**config.mk**
```make
export PLATFORM = sky130hd
export DESIGN_NAME = sliding_window_receiver
export DESIGN_NICKNAME = d
export VERILOG_FILES = /design/src/swr_pkg.sv /design/src/sliding_window_receiver.sv
export VERILOG_INCLUDE_DIRS = /design/src /design/src/src
export SDC_FILE = /design/constraint.sdc
export NUM_CORES = 1
export LEC_CHECK = 0
export BUFFER_PORTS_ARGS = -buffer_cell sky130_fd_sc_hd__buf_2
export CAP_MARGIN = 15
export CORE_MARGIN = 5
export CORE_UTILIZATION = 55
export DETAILED_ROUTE_END_ITERATION = 8
export GPL_ROUTABILITY_DRIVEN = 1
export MAX_ROUTING_LAYER = met4
export PLACE_DENSITY = 0.72
export SLEW_MARGIN = 40
export SYNTH_ARGS = -nofsm -noshare
export SYNTH_HDL_FRONTEND = slang
export SYNTH_SLANG_ARGS = --single-unit
```
**constraint.sdc**
```tcl
create_clock -name i_clk -period 6.4 [get_ports i_clk]
set_input_delay 1.28 -clock i_clk [delete_from_list [all_inputs] [get_ports i_clk]]
set_output_delay 1.28 -clock i_clk [all_outputs]
set_load 0.01 [all_outputs]
```
**src/sliding_window_receiver_assert.svh**
```systemverilog
// Assertion macros for the sliding window receiver RTL.
`ifndef SLIDING_WINDOW_RECEIVER_ASSERT_SVH
`define SLIDING_WINDOW_RECEIVER_ASSERT_SVH

// Same-cycle implication, sampled on i_clk, off while reset is held.
`define SWR_ASSERT_NOW(name, ante, cons) \
    name: assert property (@(posedge i_clk) disable iff (!i_rst_n) (ante) |-> (cons)) \
        else $error("swr assertion failed");

// Next-cycle implication.
`define SWR_ASSERT_NEXT(name, ante, cons) \
    name: assert property (@(posedge i_clk) disable iff (!i_rst_n) (ante) |=> (cons)) \
        else $error("swr assertion failed");

`endif

```
**src/swr_pkg.sv**
```systemverilog
// Types and constants of the sliding window receiver.
package swr_pkg;

    localparam int MAX_WINDOW  = 32;
    localparam int MAP_DEPTH   = 2 * MAX_WINDOW;
    localparam int MAP_AW      = 6;
    localparam int SEQ_W       = 6;
    localparam int WIN_W       = 6;
    localparam int SPACE_W     = SEQ_W + 1;
    localparam int MC_W        = 7;
    localparam int REM_W       = 8;
    localparam int MOD_STEPS   = 7;
    localparam int DIV_W       = SPACE_W + MOD_STEPS - 1;
    localparam int STEP_W      = 3;

    localparam logic [WIN_W-1:0] WSIZE_RESET = 6'd4;

    localparam logic OP_FRAME   = 1'b0;
    localparam logic OP_TIMEOUT = 1'b1;

    typedef enum logic [3:0] {
        ST_CLEAR,
        ST_IDLE,
        ST_READ,
        ST_EVAL,
        ST_MLD,
        ST_MHS,
        ST_MLA,
        ST_WALK,
        ST_OUT
    } t_state;

endpackage

```
**src/sliding_window_receiver.sv**
```systemverilog
// Sliding window receiver: window check, received bitmap, in-order release, ack.
//
// Input channel i_valid/o_stall carries one request per item: i_opcode (frame or
// timeout) and i_seq. Output channel o_valid/i_stall returns exactly one result
// per request. The window size register is written through i_cfg_wr_en and
// i_cfg_wr_data; the user must write it only while no request is in progress, as the block does not enforce it.
// A request is held in the block until its result is taken; o_stall stays high
// meanwhile. A request without release passes through the read and evaluate
// states before its result shows, and the next request is taken only after
// that result is taken. A request that releases slots adds three remainder
// computations on the shared restoring compare-subtract unit, then clears each
// released slot in the bitmap memory (1 to 2*W slots) one at a time, since
// the bitmap has a single write port. One request is in flight at a time.
// After reset all 64 bitmap entries are cleared one entry per cycle,
// with o_stall high; the window size register returns to 4 and any open
// transfer is closed. While i_stall is high the result holds and no new
// request is taken.
`include "sliding_window_receiver_assert.svh"

module sliding_window_receiver (
    input  logic                         i_clk,
    input  logic                         i_rst_n,
    input  logic                         i_cfg_wr_en,
    input  logic [swr_pkg::WIN_W-1:0]    i_cfg_wr_data,
    input  logic                         i_valid,
    output logic                         o_stall,
    input  logic                         i_opcode,
    input  logic [swr_pkg::SEQ_W-1:0]    i_seq,
    output logic                         o_valid,
    input  logic                         i_stall,
    output logic                         o_in_window,
    output logic                         o_ack_valid,
    output logic [swr_pkg::SEQ_W-1:0]    o_ack_seq,
    output logic [swr_pkg::SEQ_W-1:0]    o_release_first,
    output logic                         o_transfer_active
);
    import swr_pkg::*;

    // circular window test: s in (lo, hi]
    function automatic logic f_inside(logic [SEQ_W-1:0] s, logic [SEQ_W-1:0] lo,
                                      logic [SEQ_W-1:0] hi);
        logic res;
        if (lo < hi) res = (s <= hi) && (s > lo);
        else         res = (s <= hi) || (s > lo);
        return res;
    endfunction

    // newer of a and b with respect to the window (lo, hi]
    function automatic logic [SEQ_W-1:0] f_newer(logic [SEQ_W-1:0] a, logic [SEQ_W-1:0] b,
                                                 logic [SEQ_W-1:0] hi, logic [SEQ_W-1:0] lo);
        logic [SEQ_W-1:0] big;
        logic [SEQ_W-1:0] sml;
        logic [SEQ_W-1:0] res;
        big = (a > b) ? a : b;
        sml = (a > b) ? b : a;
        if (lo < hi)                                        res = big;
        else if ((a >= lo && b >= lo) || (a <= hi && b <= hi)) res = big;
        else                                                res = sml;
        return res;
    endfunction

    // control state
    t_state              r_state, n_state;
    logic                r_active, n_active;
    logic [SEQ_W-1:0]    r_ld, n_ld;
    logic [SEQ_W-1:0]    r_la, n_la;
    logic [SEQ_W-1:0]    r_hs, n_hs;
    logic [MC_W-1:0]     r_mc, n_mc;
    logic [WIN_W-1:0]    r_wsize;
    logic [MAP_AW-1:0]   r_i, n_i;

    // datapath
    logic                r_opcode, n_opcode;
    logic [SEQ_W-1:0]    r_seq, n_seq;
    logic [REM_W-1:0]    r_rem, n_rem;
    logic [DIV_W-1:0]    r_div, n_div;
    logic [STEP_W-1:0]   r_step, n_step;
    logic [SEQ_W-1:0]    r_a, n_a;
    logic [SEQ_W-1:0]    r_b, n_b;
    logic [MAP_AW-1:0]   r_n, n_n;
    logic                r_in_window, n_in_window;
    logic                r_ack_valid, n_ack_valid;
    logic [SEQ_W-1:0]    r_ack_seq, n_ack_seq;
    logic [SEQ_W-1:0]    r_rel_first, n_rel_first;

    // bitmap memory
    logic                r_map [MAP_DEPTH];
    logic                r_rd;
    logic                mem_we;
    logic [MAP_AW-1:0]   mem_wa;
    logic                mem_wd;

    logic [WIN_W-1:0]    w_eff;
    logic [SPACE_W-1:0]  space;
    logic [SPACE_W-1:0]  space_m1;
    logic                seq_ok;
    logic [SEQ_W-1:0]    seq_newer;
    logic                mod_ge;
    logic [REM_W-1:0]    mod_next;
    logic [SPACE_W-1:0]  i_inc;
    logic [SPACE_W-1:0]  a_inc;
    logic [SEQ_W-1:0]    rel_start;
    logic                rel;

    always_comb begin
        if (r_wsize == '0)
            w_eff = WIN_W'(1);
        else if (r_wsize > WIN_W'(MAX_WINDOW))
            w_eff = WIN_W'(MAX_WINDOW);
        else
            w_eff = r_wsize;
    end

    assign space     = {w_eff, 1'b0};
    assign space_m1  = space - SPACE_W'(1);
    assign seq_ok    = {1'b0, r_seq} < space;
    assign seq_newer = f_newer(r_hs, r_seq, r_la, r_ld);

    // one restoring step of the shared remainder unit
    assign mod_ge   = {{(DIV_W-REM_W){1'b0}}, r_rem} >= r_div;
    assign mod_next = mod_ge ? (r_rem - r_div[REM_W-1:0]) : r_rem;

    assign i_inc     = {1'b0, r_i} + SPACE_W'(1);
    assign a_inc     = {1'b0, r_a} + SPACE_W'(1);
    assign rel_start = (a_inc == space) ? '0 : a_inc[SEQ_W-1:0];

    always_comb begin
        n_state     = r_state;
        n_active    = r_active;
        n_ld        = r_ld;
        n_la        = r_la;
        n_hs        = r_hs;
        n_mc        = r_mc;
        n_i         = r_i;
        n_opcode    = r_opcode;
        n_seq       = r_seq;
        n_rem       = r_rem;
        n_div       = r_div;
        n_step      = r_step;
        n_a         = r_a;
        n_b         = r_b;
        n_n         = r_n;
        n_in_window = r_in_window;
        n_ack_valid = r_ack_valid;
        n_ack_seq   = r_ack_seq;
        n_rel_first = r_rel_first;
        mem_we      = 1'b0;
        mem_wa      = r_i;
        mem_wd      = 1'b0;
        rel         = 1'b0;

        unique case (r_state)
            ST_CLEAR: begin
                mem_we = 1'b1;
                if (r_i == MAP_AW'(MAP_DEPTH - 1)) begin
                    n_i     = '0;
                    n_state = ST_IDLE;
                end else begin
                    n_i = r_i + MAP_AW'(1);
                end
            end

            ST_IDLE: begin
                if (i_valid) begin
                    n_opcode = i_opcode;
                    n_seq    = i_seq;
                    n_state  = ST_READ;
                end
            end

            ST_READ: begin
                n_state = ST_EVAL;
            end

            ST_EVAL: begin
                n_state     = ST_OUT;
                n_in_window = 1'b0;
                n_ack_valid = 1'b0;
                n_ack_seq   = '0;
                n_rel_first = '0;
                mem_wa      = r_seq;
                mem_wd      = 1'b1;
                if (r_opcode == OP_TIMEOUT) begin
                    n_active = 1'b0;
                end else if (seq_ok) begin
                    if (!r_active) begin
                        // opening frame
                        n_active = 1'b1;
                        n_ld     = space_m1[SEQ_W-1:0];
                        n_la     = w_eff - WIN_W'(1);
                        n_hs     = r_seq;
                        n_mc     = {1'b0, r_seq};
                        if (r_seq < w_eff) begin
                            n_in_window = 1'b1;
                            mem_we      = 1'b1;
                            rel         = (r_seq == '0);
                        end
                    end else if (f_inside(r_seq, r_ld, r_la)) begin
                        n_in_window = 1'b1;
                        mem_we      = 1'b1;
                        if (seq_newer == r_hs) begin
                            // fills a gap, unless it is a duplicate
                            if (!r_rd)
                                n_mc = r_mc - MC_W'(1);
                        end else if (r_hs < r_seq) begin
                            n_mc = r_mc + {1'b0, r_seq} - {1'b0, r_hs} - MC_W'(1);
                        end else begin
                            n_mc = r_mc + space - {1'b0, r_hs} - MC_W'(1) + {1'b0, r_seq};
                        end
                        n_hs = seq_newer;
                        rel  = (n_mc == '0);
                    end
                end
                if (rel) begin
                    n_state = ST_MLD;
                    n_rem   = {2'b00, n_ld};
                    n_div   = {space, {(MOD_STEPS-1){1'b0}}};
                    n_step  = '0;
                end
            end

            ST_MLD: begin
                n_rem  = mod_next;
                n_div  = r_div >> 1;
                n_step = r_step + STEP_W'(1);
                if (r_step == STEP_W'(MOD_STEPS - 1)) begin
                    n_a     = mod_next[SEQ_W-1:0];
                    n_rem   = {2'b00, r_hs};
                    n_div   = {space, {(MOD_STEPS-1){1'b0}}};
                    n_step  = '0;
                    n_state = ST_MHS;
                end
            end

            ST_MHS: begin
                n_rem  = mod_next;
                n_div  = r_div >> 1;
                n_step = r_step + STEP_W'(1);
                if (r_step == STEP_W'(MOD_STEPS - 1)) begin
                    n_b     = mod_next[SEQ_W-1:0];
                    // slid upper edge, reduced in the next pass
                    n_rem   = {2'b00, r_la} + {1'b0, space} - {2'b00, r_a} + mod_next;
                    n_div   = {space, {(MOD_STEPS-1){1'b0}}};
                    n_step  = '0;
                    n_state = ST_MLA;
                end
            end

            ST_MLA: begin
                n_rem  = mod_next;
                n_div  = r_div >> 1;
                n_step = r_step + STEP_W'(1);
                if (r_step == STEP_W'(MOD_STEPS - 1)) begin
                    n_la        = mod_next[SEQ_W-1:0];
                    n_ld        = r_b;
                    n_i         = rel_start;
                    n_n         = '0;
                    n_rel_first = rel_start;
                    n_state     = ST_WALK;
                end
            end

            ST_WALK: begin
                mem_we = 1'b1;
                mem_wa = r_i;
                mem_wd = 1'b0;
                if (r_i == r_hs || r_n == space_m1[MAP_AW-1:0]) begin
                    n_ack_valid = 1'b1;
                    n_ack_seq   = r_hs;
                    n_i         = '0;
                    n_state     = ST_OUT;
                end else begin
                    n_i = (i_inc == space) ? '0 : i_inc[MAP_AW-1:0];
                    n_n = r_n + MAP_AW'(1);
                end
            end

            ST_OUT: begin
                if (!i_stall)
                    n_state = ST_IDLE;
            end

            default: begin
                n_state = ST_IDLE;
            end
        endcase
    end

    always_ff @(posedge i_clk) begin
        if (!i_rst_n) begin
            r_state  <= ST_CLEAR;
            r_active <= 1'b0;
            r_ld     <= '0;
            r_la     <= '0;
            r_hs     <= '0;
            r_mc     <= '0;
            r_wsize  <= WSIZE_RESET;
            r_i      <= '0;
        end else begin
            r_state  <= n_state;
            r_active <= n_active;
            r_ld     <= n_ld;
            r_la     <= n_la;
            r_hs     <= n_hs;
            r_mc     <= n_mc;
            r_i      <= n_i;
            if (i_cfg_wr_en)
                r_wsize <= i_cfg_wr_data;
        end
    end

    always_ff @(posedge i_clk) begin
        r_opcode    <= n_opcode;
        r_seq       <= n_seq;
        r_rem       <= n_rem;
        r_div       <= n_div;
        r_step      <= n_step;
        r_a         <= n_a;
        r_b         <= n_b;
        r_n         <= n_n;
        r_in_window <= n_in_window;
        r_ack_valid <= n_ack_valid;
        r_ack_seq   <= n_ack_seq;
        r_rel_first <= n_rel_first;
    end

    always_ff @(posedge i_clk) begin
        if (mem_we)
            r_map[mem_wa] <= mem_wd;
        r_rd <= r_map[r_seq];
    end

    assign o_stall           = (r_state != ST_IDLE);
    assign o_valid           = (r_state == ST_OUT);
    assign o_in_window       = r_in_window;
    assign o_ack_valid       = r_ack_valid;
    assign o_ack_seq         = r_ack_seq;
    assign o_release_first   = r_rel_first;
    assign o_transfer_active = r_active;

    `SWR_ASSERT_NOW(a_ack_needs_record, o_valid && o_ack_valid, o_in_window && r_active)
    `SWR_ASSERT_NOW(a_no_ack_zero_fields, o_valid && !o_ack_valid, (o_ack_seq == '0 && o_release_first == '0))
    `SWR_ASSERT_NOW(a_walk_in_space, (r_state == ST_WALK), (({1'b0, r_n} < space) && ({1'b0, r_i} < space)))
    `SWR_ASSERT_NEXT(a_accept_reads_map, r_state == ST_IDLE && i_valid, r_state == ST_READ)

endmodule

```
* After elaboration in Yosys (flattened, before gate mapping)
Memories as Yosys holds them, arrays and structs flattened. A register that Yosys moved wholly into a read port is not among the register bits.
Index checks and enable logic that the tools add are counted.
** Storage, ports and cells
- Memories kept :: 1
- Output and inout bits :: 17
- Bits in writable memories :: 64
- Input port bits :: 18
- Word-level logic and storage cells :: 199
- Flip-flop bits (word level) :: 105
** Memory list
- r_map :: depth 64, bits a word 1, rd ports 1, clocked after Yosys merged registers in 1, write ports 1, RTL line sliding_window_receiver.sv:87 : logic r_map [MAP_DEPTH];
** Cells by class
- Bitwise logic cells :: 1
- Equal/unequal tests :: 29
- Multiplexer cells :: 85
- Reductions and logical operators :: 32
- Add/sub/neg operators :: 19
- Order comparisons :: 12
** Operators by type and width (number)
- $mux W6 :: 25
- $mux W7 :: 10
- $pmux W6 S2 :: 5
- $pmux W13 S3 :: 1
- $pmux W4 S9 :: 1
- $mux W4 :: 8
- $mux W8 :: 4
- $pmux W8 S4 :: 1
- $mux W13 :: 2
- $ne A2 B2 Y1 const B :: 12
- $mux W1 :: 22
- $sub A7 B1 Y7 const B :: 3
- $eq A6 B6 Y1 :: 3
- $lt A6 B6 Y1 :: 3
- $pmux W6 S3 :: 1
- $reduce_and A2 Y1 :: 9
- $eq A4 B3 Y1 const B :: 4
- $add A6 B1 Y7 const B :: 2
- $add A7 B6 Y7 :: 2
- $eq A7 B7 Y1 :: 2
- $sub A7 B6 Y7 :: 2
- $ge A8 B13 Y1 :: 1
- $add A6 B1 Y6 const B :: 2
- $ge A6 B6 Y1 :: 2
- 35 further kinds :: 51

* Longest topological paths before layout
- Word-level depth :: 22
- Depth in mapped cells :: 23
- Mapped depth without buffers :: 22

* Worst setup path after synthesis
OpenSTA, ideal clock, no wires.
- Path type :: reg2reg
- Start :: register r_rem[1]
- End :: register r_rem[7] (data pin)
- Period minus slack after synthesis :: 4.570 ns
- Data required time :: 6.133 ns
- Data arrival time :: 4.303 ns
- Cell stages (with the launch flop) :: 23
- Buffers on the path :: 1
- Library setup time :: 0.267 ns
- Path slack :: 1.830 ns
- Path through :: edfxtp_1 ha_1 nor2b_1 o21ai_1 a21boi_0 o21ai_1 a211o_1 and2_1 clkbuf_1 mux2i_1 fa_1 inv_1 ha_1 inv_1 fa_1 inv_1 a21oi_1 o21ai_0 a21o_1 a21oi_1 xnor2_1 nand4b_1 o211ai_1
** Between the ends
- Word-level cells in the longest chain between the ends :: 5
** RTL lines
- start, declared :: RTL line sliding_window_receiver.sv:75 : logic [REM_W-1:0] r_rem, n_rem;
- start signal, assigned :: RTL line sliding_window_receiver.sv:315 : r_rem <= n_rem;
- $ge A8 B13 Y1 / $sub A8 B8 Y8 (equally long branches) :: RTL line sliding_window_receiver.sv:120, sliding_window_receiver.sv:121
- $mux W8 (*) :: RTL line sliding_window_receiver.sv:121 : assign mod_next = mod_ge ? (r_rem - r_div[REM_W-1:0]) : r_rem;
- $add A8 B8 Y8 :: RTL line sliding_window_receiver.sv:242 : n_rem = {2'b00, r_la} + {1'b0, space} - {2'b00, r_a} + mod_next;
- $mux W8 :: RTL line sliding_window_receiver.sv:239 : if (r_step == STEP_W'(MOD_STEPS - 1)) begin
- $pmux W8 S4 (*) :: RTL line sliding_window_receiver.sv:152 : unique case (r_state)
- named net n_rem[7] :: RTL line sliding_window_receiver.sv:75
Mark *: on every way through the listed nets, which the timed path passes. The rest lies on a longest branch.
A chain may end at the register's enable or synchronous reset.

* Worst setup path in the final report
- Start :: register r_seq[2]
- End :: register r_step[1], enable pin
** Between the ends
- Word-level cells in the longest chain between the ends :: 20
** RTL lines
- start, declared :: RTL line sliding_window_receiver.sv:74 : logic [SEQ_W-1:0] r_seq, n_seq;
- start signal, assigned :: RTL line sliding_window_receiver.sv:314 : r_seq <= n_seq;
- branches (longest 15 deep; another with $add A7 B6 Y7)
- $mux W1 (*) :: RTL line sliding_window_receiver.sv:185 : end else if (seq_ok) begin
- $mux W1 (*) :: RTL line sliding_window_receiver.sv:183 : if (r_opcode == OP_TIMEOUT) begin
- $mux W1 (*) :: RTL line sliding_window_receiver.sv:152
- $ne A2 B2 Y1 (no line) (*)
- $reduce_and A2 Y1 (no line) (*)
- end signal, assigned :: RTL line sliding_window_receiver.sv:317 : r_step <= n_step;
- end, declared :: RTL line sliding_window_receiver.sv:77 : logic [STEP_W-1:0] r_step, n_step;
Mark *: on every way between the ends. The select of a mux whose other input is x is not followed.

==> flow_summary_export.csv <==
group,metric,value,unit
floorplanning,die_w,154,µm
worst_setup_path,crit_arrival,5.09,ns
worst_setup_path,cp_max_fo,16,
power,p_int,1.77,mW
sta,finalCritPeriodShare,78.4,%
synthesis,ys.warnings.count,0,
synthesis,syn_inst,1111,
clock_tree,cts_hold_buf,0,
cells_and_area,fill_cells,1712,
sta,final_max_slew_viol_count,0,
cells_and_area,nets,1236,
sta,rsz0062_at_grt,"no",
cells_and_area,design_area,0.0123,mm²
synthesis,avgSynthCellArea,10.2,µm²
synthesis,syn_nets,1232,
synthesis,synth_top_cell_by_area,"edfxtp_1",
grt,grt_max_degree,79,
sta,worstMarginPinSlew,0.779,ns
placement,io_buffers,34,
synthesis,synth_top_area_share,33.5,%
sta,setup_viol,0,
floorplanning,placementRows,52,
routing,postRouteAntennaNets,0,
power,p_leak,4.90,nW
synthesis,synth-edff-count,127,
grt,grt_pass1_vias,8740,
status,status,"finished clean",
floorplanning,die_h,154,µm
floorplanning,io_pins,35,
hold_path,hp-class,"flop to flop",
floorplanning,start_util,56.1,%
routing,remaining_drc_errors,0,
routing,first_iter_violations,921,
worst_setup_path,cp_data_required_time,6.47,ns
sta,fmax,199,MHz
worst_setup_path,critical_path_class,"flop to flop",
power,net-switching-power,645,µW
synthesis,synth_top_flop_cell,"edfxtp_1",
clock_tree,clockRootBuffer,"clkbuf_16",
placement,gp_congestion,0.979,
sta,tns,0,ns
routing,dr.pass1.iters,5,
routing,dr_total_vias,8864,
routing,wl_per_cell,21.6,µm
sta,hold_violations,0,
synthesis,syn_area,0.0114,mm²
sta,whs,0.509,ns
clock_tree,cts_max_path_buffers,2,
cells_and_area,final_util,60.8,%
grt,grt_pass1_wl,47.8,mm
cells_and_area,final_common_cell,"edfxtp_1",
cells_and_area,final_cell_mix,"edfxtp_1 (127), nand2_1 (94), inv_1 (85)",
clock_tree,cts_buffers,17,
clock_tree,cts_sinks,170,
routing,vias_per_cell,6.34,
synthesis,synth_async_sr_flop_share,0,%
power,max-vdd-ir-drop,0.000175,V
worst_setup_path,start_kind,"flop",
power,total_power,2.41,mW
floorplanning,coreArea,0.0203,mm²
sta,clock-skew-final,0.0156,ns
power,pwr-share-comb,7.0,%
synthesis,yosysUniqueCellTypes,82,
clock_tree,ctsResizeCount,0,
synthesis,ys_ff_latch,170,
placement,hpwl,21.4,mm
placement,placed_cell_area,0.0117,mm²
power,p_clk_share,43.8,%
power,p_per_area,195,mW/mm²
clock_tree,clkLatencyLatePin,0.45,ns
cells_and_area,areaGrowthSynthToFinish,8.44,%
clock_tree,cts_tree,"built",
cells_and_area,diodes,0,
sta,relSlewSlack,48.0,%
grt,antenna_found_initial,0,
power,sw_frac_of_total,26.7,%
routing,wirelength,30.2,mm
sta,finalCriticalPeriod,5.02,ns
worst_setup_path,end_kind,"flop",
power,power_frac_seq,49.2,%
synthesis,synth_sequential_area_ratio,41.1,%
clock_tree,h-tree-depth,4,
synthesis,synth_area_leaders,"edfxtp_1 (34%), ha_1 (8.6%), dfxtp_1 (7.6%)",
grt,grt_usage,26.4,%
floorplanning,die_area,0.0237,mm²
clock_tree,cts_setup_buffers,0,
flow_run,maxCapViolations,0,
grt,grt.overflow.total,0,
clock_tree,clkTransAtPathRegs,0.07,ns
cells_and_area,drive_gt1_share,11.1,%
==> worst paths after layout <==
kind,from,to,cells past startpoint,slack [ns]
min reg2reg,r_la[4],r_la[4],2,0.51
max reg2reg,r_seq[2],r_step[1],13,1.38
min,r_la[4],r_la[4],2,0.51
max,r_seq[2],r_step[1],13,1.38
==> critical path: stages, from the launching register on <==
cell and delay [ns]:
edfxtp_1 0.72, fa_1 0.66, inv_1 0.09, fa_1 0.52
inv_1 0.05, ha_1 0.22, fa_1 0.40, xor2_1 0.17
or4_1 0.40, nor3_1 0.16, o21ai_0 0.16, nor4_1 0.30
mux2i_1 0.22, nand2_1 0.55
==> registers in the layout, indices dropped and copies added (netlist names), 3 cells and up <==
name / count
o_ack_seq: 6
r_rem: 8
r_seq: 6
r_div: 13
r_a: 6
r_hs: 6
r_ld: 6
r_wsize: 6
r_n: 6
r_mc: 7
r_step: 3
r_i: 6
r_map: 64
o_release_first: 6
r_la: 6
r_b: 6
r_state: 4
==> layout make-up <==
class	count	area [µm²]	share of cell area, %
Multi-Input combinational cell	788	6140	49.8
Tap cell	270	338	2.74
Sequential cell	170	4680	37.9
Clock buffer	17	425	3.45
Clock inverter	15	171	1.39
Timing Repair Buffer	42	230	1.87
Inverter	96	360	2.92
==> through the flow <==
stage | setup WS (ns) | instances
detailed placement | 1.40 | 1366
global placement | 1.55 | 1366
CTS | 1.39 | 1398
finish | 1.38 | 1398
global route | 0.962 | 1398
floorplan | 1.83 | 1111
==> cell usage after synthesis (all sizes together), types with 12 or more instances <==
cell,number
edfxtp,127
nand2,95
inv,93
ha,78
nor2,77
nor4,70
a21oi,52
dfxtp,43
clkbuf,42
o21ai,42
mux2i,40
xnor2,40
nand3,28
fa,25
xor2,25
nor3,19
mux4,16
buf,15
a21o,12
==> power groups by stage <==
| stage | registers, mW | clock network [mW] | logic (mW) |
|---|---|---|---|
| after detailed placement | 1.21 | 0 | 0.164 |
| after floorplan | 1.21 | 0 | 0.123 |
| after CTS | 1.19 | 1.07 | 0.166 |
| after global placement | 1.21 | 0 | 0.164 |
| final | 1.19 | 1.06 | 0.169 |
| after global routing | 1.19 | 1.12 | 0.185 |
==> logic make-up after synthesis <==
logic type | after synthesis | share of synthesized area, %
simple gates | 354 | 15.8
compound gates | 205 | 12.7
flops | 170 | 41.1
buf+inv | 153 | 5.24
fa+ha+maj | 103 | 13.0
xor+xnor | 65 | 5.00
mux | 61 | 7.21
==> layer usage <==
layer,track usage [%],vias to the layer above,part of all wire (%),wire (µm)
li1,-,4129,-,-
met1,36.0,4236,43,12900
met4,11.1,0,4.1,1230
met5,-,-,0,0
met3,4.95,98,8.6,2600
met2,39.1,401,44,13400
Note: power is estimated with default switching activity, not from simulation.
